--- src/design/rgbhsv_pkg.sv ---
// Types and constants for the RGB to HSV converter.
package rgbhsv_pkg;

  localparam int unsigned ChanBits  = 8;
  localparam int unsigned HueBits   = 15;
  localparam int unsigned HueQBits  = 12;  // hue quotient <= 3840
  localparam int unsigned SatQBits  = 8;   // saturation quotient <= 255
  localparam int unsigned DivStages = HueQBits;

  localparam logic [HueBits-1:0] HueOffRed   = 15'd0;
  localparam logic [HueBits-1:0] HueOffGreen = 15'd7680;
  localparam logic [HueBits-1:0] HueOffBlue  = 15'd15360;
  localparam logic [HueBits:0]   HueCircle   = 16'd23040;

  typedef enum logic [1:0] {
    SecRed,
    SecGreen,
    SecBlue
  } sector_e;

  // One stage of the divider pipeline: two restoring dividers side by side.
  typedef struct packed {
    logic [ChanBits-1:0] mx;
    logic [ChanBits-1:0] delta;
    sector_e             sector;
    logic                neg;
    logic [ChanBits-1:0] hrem;
    logic [HueQBits-1:0] hbits;
    logic [HueQBits-1:0] hq;
    logic [ChanBits-1:0] srem;
    logic [SatQBits-1:0] sbits;
    logic [SatQBits-1:0] sq;
  } div_stage_t;

endpackage

--- src/design/rgb_to_hsv_converter.sv ---
// RGB to HSV converter: fully pipelined, one pixel per clock.
//
// A pixel request is taken on every clock edge with start_i high (busy_o
// is always low). Its result appears on hue_o, saturation_o and
// brightness_o for one cycle with done_o high: the request edge loads the
// stage that holds max, delta and the hue sector, twelve stages of one-bit
// restoring division produce the hue and saturation quotients in parallel,
// and one stage forms the final hue. Results come out in request order and
// cannot be held off. Hue is in 1/64 degree (0..23039), saturation is
// floor(delta*255/max), brightness is max.
module rgb_to_hsv_converter
  import rgbhsv_pkg::*;
(
  input  logic                clk_i,
  input  logic                rst_ni,
  input  logic                start_i,
  output logic                busy_o,
  input  logic [ChanBits-1:0] red_i,
  input  logic [ChanBits-1:0] green_i,
  input  logic [ChanBits-1:0] blue_i,
  output logic                done_o,
  output logic [HueBits-1:0]  hue_o,
  output logic [ChanBits-1:0] saturation_o,
  output logic [ChanBits-1:0] brightness_o
);

  logic [DivStages:0] vld_q;
  div_stage_t         div_q [DivStages+1];
  div_stage_t         s1_d;

  logic                done_q;
  logic [HueBits-1:0]  hue_q, hue_d;
  logic [ChanBits-1:0] sat_q, sat_d;
  logic [ChanBits-1:0] bright_q;

  // Front stage: extremes, sector, |diff| and dividends
  logic [ChanBits-1:0] mx, mn, delta, ndiff;
  logic [ChanBits:0]   diff;
  sector_e             sector;
  logic [HueQBits-1:0] diff15;
  logic [15:0]         sat_num;

  assign busy_o = 1'b0;  // pipeline takes a request every cycle

  always_comb begin
    if (red_i >= green_i && red_i >= blue_i) begin
      sector = SecRed;
      mx     = red_i;
      diff   = {1'b0, green_i} - {1'b0, blue_i};
    end else if (green_i >= blue_i) begin
      sector = SecGreen;
      mx     = green_i;
      diff   = {1'b0, blue_i} - {1'b0, red_i};
    end else begin
      sector = SecBlue;
      mx     = blue_i;
      diff   = {1'b0, red_i} - {1'b0, green_i};
    end
    mn = red_i;
    if (green_i < mn) mn = green_i;
    if (blue_i < mn) mn = blue_i;
    delta  = mx - mn;
    ndiff  = diff[ChanBits] ? ChanBits'(-diff) : diff[ChanBits-1:0];
    // |diff| * 3840 = (|diff| * 15) << 8; the low byte is zero
    diff15  = {ndiff, 4'b0} - {4'b0, ndiff};
    sat_num = {delta, 8'b0} - {8'b0, delta};

    s1_d        = '0;
    s1_d.mx     = mx;
    s1_d.delta  = delta;
    s1_d.sector = sector;
    s1_d.neg    = diff[ChanBits];
    // quotients fit 12 and 8 bits, so the top of each dividend is below delta/max
    s1_d.hrem   = diff15[HueQBits-1:HueQBits-ChanBits];
    s1_d.hbits  = {diff15[HueQBits-ChanBits-1:0], 8'b0};
    s1_d.srem   = sat_num[15:8];
    s1_d.sbits  = sat_num[7:0];
  end

  always_ff @(posedge clk_i or negedge rst_ni) begin
    if (!rst_ni) begin
      vld_q  <= '0;
      done_q <= 1'b0;
    end else begin
      vld_q  <= {vld_q[DivStages-1:0], start_i & ~busy_o};
      done_q <= vld_q[DivStages];
    end
  end

  always_ff @(posedge clk_i) begin
    div_q[0] <= s1_d;
  end

  // Divider stages: one hue quotient bit per stage, one saturation bit in the first eight
  for (genvar s = 0; s < DivStages; s++) begin : g_div
    logic [ChanBits:0] h_trial;
    logic [ChanBits:0] s_trial;
    div_stage_t        stage_d;

    always_comb begin
      stage_d       = div_q[s];
      h_trial       = {div_q[s].hrem, div_q[s].hbits[HueQBits-1]};
      stage_d.hbits = {div_q[s].hbits[HueQBits-2:0], 1'b0};
      if (h_trial >= {1'b0, div_q[s].delta}) begin
        stage_d.hrem = ChanBits'(h_trial - {1'b0, div_q[s].delta});
        stage_d.hq   = {div_q[s].hq[HueQBits-2:0], 1'b1};
      end else begin
        stage_d.hrem = h_trial[ChanBits-1:0];
        stage_d.hq   = {div_q[s].hq[HueQBits-2:0], 1'b0};
      end
      s_trial = {div_q[s].srem, div_q[s].sbits[SatQBits-1]};
      if (s < SatQBits) begin
        stage_d.sbits = {div_q[s].sbits[SatQBits-2:0], 1'b0};
        if (s_trial >= {1'b0, div_q[s].mx}) begin
          stage_d.srem = ChanBits'(s_trial - {1'b0, div_q[s].mx});
          stage_d.sq   = {div_q[s].sq[SatQBits-2:0], 1'b1};
        end else begin
          stage_d.srem = s_trial[ChanBits-1:0];
          stage_d.sq   = {div_q[s].sq[SatQBits-2:0], 1'b0};
        end
      end
    end

    always_ff @(posedge clk_i) begin
      div_q[s+1] <= stage_d;
    end
  end

  // Final stage: sector offset, sign and wrap
  logic [HueBits-1:0] hue_off;
  logic [HueBits:0]   hue_raw;
  div_stage_t         fin;

  always_comb begin
    fin = div_q[DivStages];
    case (fin.sector)
      SecRed:   hue_off = HueOffRed;
      SecGreen: hue_off = HueOffGreen;
      SecBlue:  hue_off = HueOffBlue;
      default:  hue_off = HueOffRed;
    endcase
    if (fin.neg) begin
      hue_raw = {1'b0, hue_off} - {4'b0, fin.hq};
    end else begin
      hue_raw = {1'b0, hue_off} + {4'b0, fin.hq};
    end
    if (hue_raw[HueBits]) begin
      hue_raw = hue_raw + HueCircle;  // only the red sector goes negative
    end
    hue_d = (fin.delta == '0) ? '0 : hue_raw[HueBits-1:0];
    sat_d = (fin.mx == '0) ? '0 : fin.sq;
  end

  always_ff @(posedge clk_i) begin
    hue_q    <= hue_d;
    sat_q    <= sat_d;
    bright_q <= fin.mx;
  end

  assign done_o       = done_q;
  assign hue_o        = hue_q;
  assign saturation_o = sat_q;
  assign brightness_o = bright_q;

  a_hue_range: assert property (@(posedge clk_i) disable iff (!rst_ni)
    done_o |-> hue_o < 15'd23040)
    else $error("hue out of range");

  a_black: assert property (@(posedge clk_i) disable iff (!rst_ni)
    done_o && brightness_o == '0 |-> saturation_o == '0 && hue_o == '0)
    else $error("black pixel with nonzero hue or saturation");

  a_grey: assert property (@(posedge clk_i) disable iff (!rst_ni)
    done_o && saturation_o == '0 |-> hue_o == '0)
    else $error("grey pixel with nonzero hue");

  // a nonzero hue needs a nonzero delta, which gives at least one step of saturation
  a_hue_needs_sat: assert property (@(posedge clk_i) disable iff (!rst_ni)
    done_o && hue_o != '0 |-> saturation_o != '0)
    else $error("colored pixel with zero saturation");

endmodule
--- config.mk ---
export PLATFORM = sky130hd
export DESIGN_NAME = rgb_to_hsv_converter
export DESIGN_NICKNAME = d
export VERILOG_FILES = /design/src/design/rgbhsv_pkg.sv /design/src/design/rgb_to_hsv_converter.sv
export SDC_FILE = /design/constraint.sdc
export NUM_CORES = 1
export LEC_CHECK = 0
export BUFFER_PORTS_ARGS = -buffer_cell sky130_fd_sc_hd__buf_2
export CORE_ASPECT_RATIO = 1.5
export CORE_MARGIN = 2
export CORE_UTILIZATION = 50
export DETAILED_ROUTE_END_ITERATION = 8
export PLACE_DENSITY = 0.66
export SLEW_MARGIN = 20
export SYNTH_ARGS = -nofsm -noshare
export SYNTH_HDL_FRONTEND = slang
export SYNTH_SLANG_ARGS = --single-unit
export TNS_END_PERCENT = 100
--- constraint.sdc ---
create_clock -name clk_i -period 3.45 [get_ports clk_i]
set_input_delay 0.1725 -clock clk_i [delete_from_list [all_inputs] [get_ports clk_i]]
set_output_delay 0.1725 -clock clk_i [all_outputs]
set_load 0.02 [all_outputs]
; ---- After elaboration in Yosys (flattened, before gate mapping)
; Memories as Yosys holds them, arrays and structs flattened.
; Cells that the tools add are included.
[word_totals]
regBits = 45
ramBits = 962
input_bits = 27
output_inout_bits = 33
n_memories = 1
[classes]
add_sub_neg = 30
order_cmp = 25
eq_ne = 2
n_mux = 52
n_reduce_logical = 3
[mem_list]
columns = name, words, width, read_ports, rd_clocked_by_memory_dff, write_ports, line
row1 = div_q, 13, 74, 13, 0, 13, rgb_to_hsv_converter.sv:28  ; div_stage_t div_q [DivStages+1];
[ops]
columns = operator, count
row1 = 2-to-1 mux 8 bit, 25
row2 = >= comparator 9 x 8 -> 1 bit, 20
row3 = subtractor 8 bit, 21
row4 = one-hot mux 14 bit (2 select lines), 1
row5 = subtractor 8 x 8 -> 9 bit, 3
row6 = >= comparator 8 bit, 3
row7 = 2-to-1 mux 1 bit, 20
row8 = 2-to-1 mux 9 bit, 2
row9 = zero test 8 bit, 2
row10 = less-than comparator 8 bit, 2
row11 = 2-to-1 mux 16 bit, 1
row12 = subtractor 16 x 8 -> 16 bit, 1
row13 = adder 14 x 12 -> 15 bit, 1
row14 = adder 15 bit (second input constant), 1
row15 = 2-to-1 mux 15 bit, 1
row16 = subtractor 14 x 12 -> 15 bit, 1
row17 = subtractor 12 x 8 -> 12 bit, 1
row18 = negator 8 bit, 1
row19 = 2-to-1 mux 2 bit, 2
row20 = == test 2 x 1 -> 1 bit (second input constant), 1
row21 = == test 2 bit (second input constant), 1
row22 = logical AND 1 bit, 1

; ---- Longest topological paths before layout
; Gate-level depths: netlist (run 1).
; An unclocked memory read counts as a cell.
[logic_depth]
depth_word = 7
mapped_depth = 30

; ---- Least setup slack after synthesis (run 1)
; Ideal clock, no wire load.
[synth_timing]
path_type = input to register
from = input green_i[2]
to = memory div_q[0][16] in the netlist's numbering
setup_time_ps = 72
arrival_ps = 5235
t_required_ps = 3378
setup_slack_ps = -1857
stages = 28
path_buffers = 3
path_cell_list = inv_1 > ha_1 > clkbuf_1 > o211ai_1 > a21oi_1 > o31a_1 > clkbuf_1 > nor2_1 > a21oi_1 > ha_1 > a21o_1 > a211o_1 > o22ai_1 > clkbuf_1 > nor2_1 > a21oi_1 > ha_1 > inv_1 > a21o_1 > a21oi_1 > o21bai_1 > a21o_1 > a21o_1 > a21o_1 > xnor2_1 > o211ai_1 > a211oi_1 > xnor2_1
[synth_rtl]
columns = item, line
row1 = start: declaration, rgb_to_hsv_converter.sv:19  ; input logic [ChanBits-1:0] green_i,
row2 = end: declaration, rgb_to_hsv_converter.sv:28

==> results of run 1 <==
-- final cells by class --
cell class / count / area, um^2 / area share, %
flip-flops and latches: 636 / 12800 / 43.0
inverters: 363 / 1380 / 4.64
well taps: 600 / 751 / 2.52
multi-input cells: 1352 / 10600 / 35.6
repair buffers: 324 / 2450 / 8.22
clock inverters: 28 / 313 / 1.05
clock buffers: 70 / 1490 / 5.01
-- sequential cells by signal, summed over array words and instances (netlist names) --
| signal | cells |
|---|---|
| div_q | 591 |
| hue_o | 15 |
| vld_q | 13 |
| brightness_o | 8 |
| saturation_o | 8 |
| done_o | 1 |
-- power breakdown --
part | leakage (nW) | internal, mW | total (mW) | switching [mW]
registers | 5.40 | 10.7 | 12.1 | 1.38
logic | 7.85 | 6.72 | 14.5 | 7.83
clock network | 0.874 | 3.45 | 6.06 | 2.61
total | 14.1 | 20.9 | 32.7 | 11.8
-- cell usage after synthesis, types with 2 or more instances --
library cell | count | area share [%]
nand4_1 | 33 | 0.86
o21ai_0 | 203 | 4.2
buf_2 | 2 | 0.041
or4_1 | 21 | 0.65
a31oi_1 | 9 | 0.23
and2_1 | 11 | 0.29
nor3_1 | 4 | 0.083
and3_1 | 38 | 0.99
o2111ai_1 | 4 | 0.15
nand3_1 | 20 | 0.41
nor2_1 | 103 | 1.6
ha_1 | 218 | 11
clkbuf_1 | 28 | 0.44
o31a_1 | 5 | 0.18
nor2b_1 | 47 | 1.2
mux2_2 | 7 | 0.33
nand2_1 | 159 | 2.5
dfxtp_1 | 622 | 52
o22ai_1 | 2 | 0.052
xor2_1 | 71 | 2.6
nor4_1 | 2 | 0.052
dfrtp_1 | 14 | 1.5
a211o_1 | 4 | 0.15
o21ai_1 | 2 | 0.041
mux2i_1 | 13 | 0.54
a22oi_1 | 2 | 0.062
o211a_1 | 18 | 0.75
a21oi_1 | 125 | 2.6
inv_1 | 362 | 5.6
a211oi_1 | 5 | 0.16
o31ai_1 | 42 | 1.3
or2_2 | 4 | 0.10
o21bai_1 | 21 | 0.65
o21a_1 | 8 | 0.25
o211ai_1 | 6 | 0.19
fa_1 | 23 | 1.9
o221ai_1 | 2 | 0.073
a21o_1 | 40 | 1.2
xnor2_1 | 42 | 1.5
nand2b_1 | 9 | 0.23
or3_1 | 6 | 0.16
-- stage by stage --
step	worst slack [ps]	power (mW)
3_5_place_dp	-1690	26.0
6_report	-1030	32.7
3_3_place_gp	-1600	25.3
2_1_floorplan	-1250	21.8
5_1_grt	-1200	35.4
4_1_cts	-967	32.7
-- repair_timing --
action	in CTS	in global routing
resized for setup	93	39
hold endpoints to repair	15	0
pin swaps	25	25
hold buffers	3	0
cloned	3	0
setup endpoints to repair	28	29
setup buffers	24	14
-- logic make-up (layout without fill, tap and decap cells) --
family                     Yosys count  in the layout
DFF                                636            636
AOI/OAI and AO/OA                  512            512
and+or+nand+nor                    462            462
buffers and inverters              396            785
adders and majority gates          241            241
xor gates and xnor gates           114            114
muxes                               22             22
other                                1              1
-- cells in the final DEF, fill, tap and decap left out, drive strengths merged, types with 18 or more instances in the layout --
| cell | count |
|---|---|
| and3 | 38 |
| nand3 | 20 |
| inv | 366 |
| o31ai | 42 |
| xor2 | 71 |
| o211a | 18 |
| o21bai | 21 |
| buf | 321 |
| nand2 | 159 |
| a21o | 40 |
| o21ai | 205 |
| or4 | 21 |
| xnor2 | 43 |
| a21oi | 125 |
| dfxtp | 622 |
| nand4 | 33 |
| nor2b | 47 |
| ha | 218 |
| nor2 | 103 |
| clkbuf | 70 |
| fa | 23 |
-- metal layers --
metal | GRT usage, % | wire, um
met3 | 2.41 | 1200
met2 | 41.4 | 28100
met5 | 0 | 0
met4 | 13.3 | 3450
met1 | 15.2 | 15200
-- how the worst min path moves through the flow --
stage	slack, ps	endpoint	from
after global placement	60	vld_q[0]	rst_ni
after CTS	140	div_q[0][68]	red_i[2]
after global routing	160	div_q[0][68]	red_i[2]
after floorplan	-120	done_o	rst_ni
final	160	div_q[0][68]	red_i[2]
after detailed placement	70	vld_q[0]	rst_ni
-- worst reg2reg max path, delay by kind of cell (launching register included) --
kind / cells / cell delay, ps
AO/OA/AOI/OAI: 7 / 1370
AND/OR/NAND/NOR: 3 / 580
flip-flops: 1 / 410
buffers and inverters: 3 / 390
adder cells (fa/ha/maj): 1 / 290
==> results.json, run 1 <==
{
  "status": "finished, violations left",
  "violations": "negative setup slack",
  "wl_um": 47900,
  "critPathMostFrequentCell": "a21o_1",
  "critical_path.max_fanout": 7,
  "synth_ff_type": "dfxtp_1",
  "muxShareOfSynthArea_pct": 1.02,
  "cts_made_buffers": 53,
  "ant_nets": 0,
  "io_buffers": 58,
  "dpl.hpwl_um": 36300,
  "rsz0062_at_grt": "true",
  "r2r-end": "div_q[1][198]",
  "hold_class": "input pin to flop",
  "syn_area_per_cell_um2": 10.1,
  "synth-compound-area-share_pct": 12.9,
  "antenna_cells": 0,
  "whs_path_depth": 6,
  "synth.distinct_cells": 68,
  "synth_top_family_by_area": "adder cells",
  "reg2reg_depth": 14,
  "stdcell_count": 3373,
  "core_area_um2": 47700,
  "grt_pass1_vias": 17800,
  "leakagePower_nw": 14.1,
  "yosysSeqAreaShare_pct": 53.1,
  "grt_usage_pct": 19.3,
  "cp_slowest_stage_delay_ps": 360,
  "viasPerCell": 5.04,
  "cts-root-buf": "clkbuf_16",
  "wl_per_cell_um": 14.2,
  "hold_ws_ps": 164,
  "path_buf_inv": 7,
  "synthesis.nets": 2652,
  "period_needed_ps": 4480,
  "cap_violations": 0,
  "initialDrtViolationCount": 618,
  "io_pins": 60,
  "p_per_area_nw_per_um2": 1100,
  "required_ps": 3950,
  "arrival_ps": 4980,
  "slew_violations": 0,
  "yosys_warnings": 0,
  "synth_edf_count": 0,
  "clk-insertion-delay-late_ps": 580,
  "setup_viol": 29,
  "gr-total-overflow": 0,
  "r2r_slack_ps": 300,
  "relSlewSlack_pct": 34.3,
  "ir_drop_uv": 517,
  "htreeDepth": 2,
  "worstSetupPathType": "input pin to flop",
  "layout_setup_ws_ps": -1030,
  "dp.cells": 3235,
  "synth-xor-area-share_pct": 4.17,
  "die_w_um": 183,
  "gp_congestion": 0.967,
  "final_core_util_pct": 62.4,
  "row_count": 98,
  "cp_slowest_cell": "a211o_1",
  "cts_tree": "done",
  "yosys.area_share.adder_pct": 13.2,
  "ys_ff_latch": 636,
  "path_depth": 30,
  "async_reset_ff_share_pct": 2.20,
  "grt_pass1_wl_um": 78600,
  "period_share_pct": 130,
  "synthSimpleGateAreaFrac_pct": 9.36,
  "dr.pass1.iters": 5,
  "r2r_start": "div_q[1][133]",
  "cp_top_family": "compound AO/OA/AOI/OAI gates",
  "antenna_found_initial": 0,
  "placed_area_um2": 27000,
  "nFillCells": 3818,
  "layout-drive-gt1-share_pct": 19.6,
  "hold_violations": 0,
  "syn2layout_area_growth_pct": 23.5,
  "clk_pin_slew_worst_paths_ps": 60,
  "cp-end-kind": "flop",
  "setup-tns-final_ps": -15910,
  "finalClockSkew_ps": 19.7,
  "nets": 2998,
  "drcViolationCount": 0,
  "grt_max_degree": 18,
  "crit_start": "green_i[1]",
  "dieHeight_um": 273,
  "clk_path_buf_depth": 3,
  "cts_sinks": 636,
  "crit_path_start_kind": "input pin",
  "synthesis.area_um2": 24100,
  "final_area_um2": 29800,
  "tightest_slew_ps": 982,
  "fmax_ghz": 0.223,
  "syn_inst": 2384,
  "num_vias": 17000,
  "start_util_pct": 50.6,
  "die-area_um2": 50100,
  "crit_end": "div_q[0][16]"
}
No activity file was read; power rests on OpenSTA's default activity.
==> inputs of run 2 (changes only) <==
--- a/config.mk
+++ b/config.mk
@@ -15,4 +15,4 @@
 export SYNTH_ARGS = -nofsm -noshare
 export SYNTH_HDL_FRONTEND = slang
 export SYNTH_SLANG_ARGS = --single-unit
-export TNS_END_PERCENT = 100
+export TNS_END_PERCENT = 5
==> run 2 against run 1 <==
  * Hold slack lost 1.1 ps
  * Critical path depth decreased by 2
  * Flip-flop and latch count unchanged
  * Total power shrank 3.2%
  * Critical endpoint unchanged
  * Maximum frequency is 2.1% higher
  * Largest cell class unchanged
  * Count of clock-buffer cells in the layout is 1 lower
  * Core utilization decreased by 2.4 points
  * Clock power is 1% lower
  * The run still ends with negative setup slack left
==> results.json, run 2 (synthesized netlist as in run 1, its figures left out) <==
{
  "status": "finished, violations left",
  "violations": "negative setup slack",
  "hold_violations": 0,
  "cp_top_family": "compound AO/OA/AOI/OAI gates",
  "start_util_pct": 50.6,
  "initialDrtViolationCount": 439,
  "dieHeight_um": 273,
  "core_area_um2": 47700,
  "clk-insertion-delay-late_ps": 590,
  "layout_setup_ws_ps": -939,
  "final_core_util_pct": 60.1,
  "wl_per_cell_um": 13.4,
  "cts-root-buf": "clkbuf_16",
  "setup_viol": 29,
  "syn2layout_area_growth_pct": 18.8,
  "layout_common_cells": "dfxtp_1, inv_1, ha_1",
  "leakagePower_nw": 13.7,
  "arrival_ps": 4900,
  "cts_made_buffers": 54,
  "cp_slowest_stage_delay_ps": 310,
  "die_w_um": 183,
  "row_count": 98,
  "io_pins": 60,
  "dpl.hpwl_um": 35600,
  "die-area_um2": 50100,
  "viasPerCell": 5.00,
  "grt_pass1_vias": 17100,
  "period_needed_ps": 4390,
  "critical_path.max_fanout": 15,
  "dp.cells": 3218,
  "htreeDepth": 2,
  "num_vias": 16600,
  "grt_max_degree": 23,
  "path_buf_inv": 4,
  "cts_sinks": 636,
  "finalPower_mw": 31.7,
  "p_per_area_nw_per_um2": 1110,
  "finalClockSkew_ps": 16.0,
  "layout_commonest_cell": "dfxtp_1",
  "nets": 2946,
  "grt_usage_pct": 17.9,
  "antenna_found_initial": 0,
  "clk_path_buf_depth": 3,
  "layout-drive-gt1-share_pct": 15.6,
  "cp_slowest_cell": "a211oi_2",
  "largest_reg_flops": 591,
  "stdcell_count": 3322,
  "gp_congestion": 0.963,
  "slew_violations": 0,
  "worstSetupPathType": "input pin to flop",
  "io_buffers": 58,
  "rsz0062_at_grt": "true",
  "gr-total-overflow": 0,
  "hold_class": "input pin to flop",
  "period_share_pct": 127,
  "dr.pass1.iters": 4,
  "cts_tree": "done",
  "wl_um": 44600,
  "regMostFlops": "div_q",
  "relSlewSlack_pct": 34.6,
  "grt_pass1_wl_um": 73100,
  "required_ps": 3960,
  "fmax_ghz": 0.228,
  "cp-end-kind": "flop",
  "ant_nets": 0,
  "drcViolationCount": 0,
  "ir_drop_uv": 523,
  "crit_path_start_kind": "input pin",
  "cap_violations": 0,
  "clk_pin_slew_worst_paths_ps": 60,
  "antenna_cells": 0,
  "tightest_slew_ps": 977
}
==> run 2: cell types whose count changed in the layout (fill, tap and decap cells not counted), moves of 9 or more <==
cell / before / now
inv_1: 351 / 360
nor2_1: 87 / 96
buf_4: 240 / 208
buf_6: 16 / 1
a21oi_1: 108 / 118
ha_1: 201 / 215
ha_4: 14 / 2
==> run 2: final cells by class <==
type                    instances  area (um^2)
inverters                     363         1370
well taps                     600          751
fillers                      3997        19100
multi-input cells            1352        10000
repair buffers                271         1910
clock inverters                31          267
clock buffers                  69         1540
flip-flops and latches        636        12800
==> run 2: report_power, final <==
part / switching [mW] / internal [mW]
combinational: 7.41 / 6.22
clock: 2.63 / 3.34
sequential: 1.35 / 10.7
==> run 2: repair_timing <==
action                     CTS  global route
setup endpoints to repair   29            30
pin swaps                    7             5
hold endpoints to repair    15             0
setup buffers                0             1
resized for setup           19            12
hold buffers                 3             0
==> run 2: worst min-delay path: stages <==
cell,delay (ps)
buf_2,90
buf_4,100
nand2_1,40
o21ai_0,160
buf_4,140
==> run 2: final timing paths <==
kind	startpoint	slack [ps]	to	cells after the start
worst min-delay path	red_i[3]	160	div_q[0][69]	5
worst max register to register	div_q[1][133]	510	div_q[1][198]	14
max in group asynchronous	rst_ni	2440	vld_q[5]	3
min in group asynchronous	rst_ni	650	vld_q[4]	3
worst min register to register	div_q[0][172]	320	div_q[0][247]	0
worst max-delay path	green_i[1]	-940	div_q[0][16]	28
==> run 2: metrics by stage <==
stage	TNS, ps	area (um^2)	setup WS [ps]	hold slack (ps)
final	-16020	28600	-939	163
after global placement	-35570	26700	-1550	58.1
after CTS	-15340	28600	-933	149
after floorplan	-26710	24200	-1280	-123
after detailed placement	-36690	26700	-1540	63.3
after global routing	-23460	28600	-1250	197
==> run 2: per-layer routing <==
layer	vias to the layer above	part of all wire [%]	global-route usage (%)	routed length, um
li1	8522	-	-	-
met1	7685	32	14.1	14400
met2	236	58	37.8	25700
met3	165	2.4	2.28	1080
met4	0	7.6	13.6	3390
met5	-	0	0	0
==> inputs of run 3 (changes only) <==
--- a/config.mk
+++ b/config.mk
@@ -11,6 +11,7 @@
 export CORE_UTILIZATION = 50
 export DETAILED_ROUTE_END_ITERATION = 8
 export PLACE_DENSITY = 0.66
+export RECOVER_POWER = 100
 export SLEW_MARGIN = 20
 export SYNTH_ARGS = -nofsm -noshare
 export SYNTH_HDL_FRONTEND = slang
==> run 3 against run 2 <==
  * The run still ends with negative setup slack left
  * Critical path type unchanged
  * Design area down 0.14%
  * Hold slack about the same
  * Count of clock-buffer cells in the layout unchanged
  * Register-to-register slack about the same
  * Core utilization down 0.084 points
  * Clock power about the same
  * Cell count unchanged
  * Highest routed layer unchanged
  * Sequential share of layout area up 0.063 points
  * Global-route usage unchanged
  * Non-clock buffer count unchanged
  * Combinational power about the same
  * Sequential power about the same
==> results.json, run 3 (synthesized netlist as in run 1, its figures left out) <==
{
  "ant_nets": 0,
  "row_count": 98,
  "regMostFlops": "div_q",
  "largest_reg_flops": 591,
  "worstSetupPathType": "input pin to flop",
  "period_share_pct": 127,
  "drcViolationCount": 0,
  "critical_path.max_fanout": 15,
  "final_core_util_pct": 60.0,
  "grt_usage_pct": 17.9,
  "dr.pass1.iters": 4,
  "rsz0062_at_grt": "true",
  "hold_violations": 0,
  "grt_max_degree": 23,
  "layout_common_cells": "dfxtp_1, inv_1, ha_1",
  "core_area_um2": 47700,
  "nets": 2946,
  "viasPerCell": 5.00,
  "antenna_cells": 0,
  "cp-end-kind": "flop",
  "crit_path_start_kind": "input pin",
  "r2r_slack_ps": 510,
  "clk_path_buf_depth": 3,
  "ir_drop_uv": 524,
  "r2r_start": "div_q[1][133]",
  "cp_slowest_stage_delay_ps": 310,
  "antenna_found_initial": 0,
  "worstHoldStart": "red_i[3]",
  "layout_commonest_cell": "dfxtp_1",
  "cts_made_buffers": 54,
  "finalClockSkew_ps": 16.0,
  "slew_violations": 0,
  "whs_path_depth": 5,
  "hold_class": "input pin to flop",
  "htreeDepth": 2,
  "grt_pass1_vias": 17100,
  "gp_congestion": 0.963,
  "wl_um": 44600,
  "violations": "negative setup slack",
  "tightest_slew_ps": 976,
  "hold_end": "div_q[0][69]",
  "clk_pin_slew_worst_paths_ps": 60,
  "dpl.hpwl_um": 35600,
  "relSlewSlack_pct": 34.7,
  "cts_tree": "done",
  "finalPower_mw": 31.6,
  "nFillCells": 4001,
  "reg2reg_depth": 14,
  "initialDrtViolationCount": 438,
  "io_buffers": 58,
  "clk-insertion-delay-late_ps": 590,
  "period_needed_ps": 4390,
  "status": "finished, violations left",
  "required_ps": 3960,
  "cap_violations": 0,
  "syn2layout_area_growth_pct": 18.6,
  "r2r-end": "div_q[1][198]",
  "layout-drive-gt1-share_pct": 14.4,
  "grt_pass1_wl_um": 73100,
  "cp_slowest_cell": "a211oi_2",
  "die_w_um": 183,
  "gr-total-overflow": 0,
  "wl_per_cell_um": 13.4,
  "pre_cts_ws_ps": -1540,
  "die-area_um2": 50100,
  "setup_viol": 29,
  "dp.cells": 3218,
  "stdcell_count": 3322,
  "p_per_area_nw_per_um2": 1110,
  "io_pins": 60,
  "hold_ws_ps": 163,
  "cts-root-buf": "clkbuf_16",
  "fmax_ghz": 0.228,
  "num_vias": 16600,
  "layout_setup_ws_ps": -939,
  "dieHeight_um": 273,
  "arrival_ps": 4900,
  "leakagePower_nw": 13.7,
  "cts_sinks": 636,
  "start_util_pct": 50.6
}
==> run 3: changes by cell type in the layout (fill, tap and decap cells not counted), sizes merged <==
cell,previous run,this run
clkbuf,69,101
buf,268,236
==> run 3: worst max path at each step <==
stage | startpoint | endpoint | depth (start not counted)
5_1_grt | green_i[1] | div_q[0][16] | 29
3_3_place_gp | green_i[1] | div_q[0][15] | 28
2_1_floorplan | green_i[1] | div_q[0][15] | 28
4_1_cts | green_i[1] | div_q[0][16] | 27
3_5_place_dp | green_i[1] | div_q[0][20] | 27
6_report | green_i[1] | div_q[0][16] | 28
==> run 3: report_power, final <==
part | switching [mW] | total, mW | internal [mW] | leakage, nW
clock network | 2.63 | 5.97 | 3.34 | 0.879
registers | 1.36 | 12.1 | 10.7 | 5.40
logic | 7.41 | 13.6 | 6.18 | 7.37
==> run 3: layout make-up <==
| class | instances | area [um^2] | share of cell area, % |
|---|---|---|---|
| Sequential cell | 636 | 12800 | 44.8 |
| Multi-Input combinational cell | 1352 | 10000 | 35.0 |
| Timing Repair Buffer | 271 | 1870 | 6.55 |
| Clock buffer | 69 | 1540 | 5.38 |
| Inverter | 363 | 1370 | 4.78 |
| Tap cell | 600 | 751 | 2.62 |
| Clock inverter | 31 | 267 | 0.932 |
==> run 3: routing by layer <==
| metal | wire [um] | vias up | part of all wire [%] | track usage (%) |
|---|---|---|---|---|
| met1 | 14400 | 7685 | 32 | 14.1 |
| li1 | - | 8519 | - | - |
| met4 | 3390 | 0 | 7.6 | 13.6 |
| met5 | 0 | - | 0 | 0 |
| met3 | 1090 | 165 | 2.4 | 2.28 |
| met2 | 25800 | 238 | 58 | 37.8 |
==> run 3: worst max-delay path, delay by kind of cell <==
kind | cells | cell delay [ps]
compound gates | 16 | 2760
buf+inv | 4 | 580
fa+ha+maj | 3 | 740
xor+xnor | 2 | 290
simple gates | 3 | 310
==> run 3: metrics by stage <==
stage               area (um^2)  TNS [ps]
floorplan                 24200    -26710
global route              28600    -23980
finish                    28600    -16380
CTS                       28600    -15340
detailed placement        26700    -36690
global placement          26700    -35570
==> run 3: what timing repair did <==
action	4_1_cts	5_1_grt
hold buffers	3	0
endpoints found under the hold margin	15	0
setup buffers	0	1
cloned	0	0
setup endpoints to repair	29	30
gates resized for setup	19	12
pin swaps	7	5
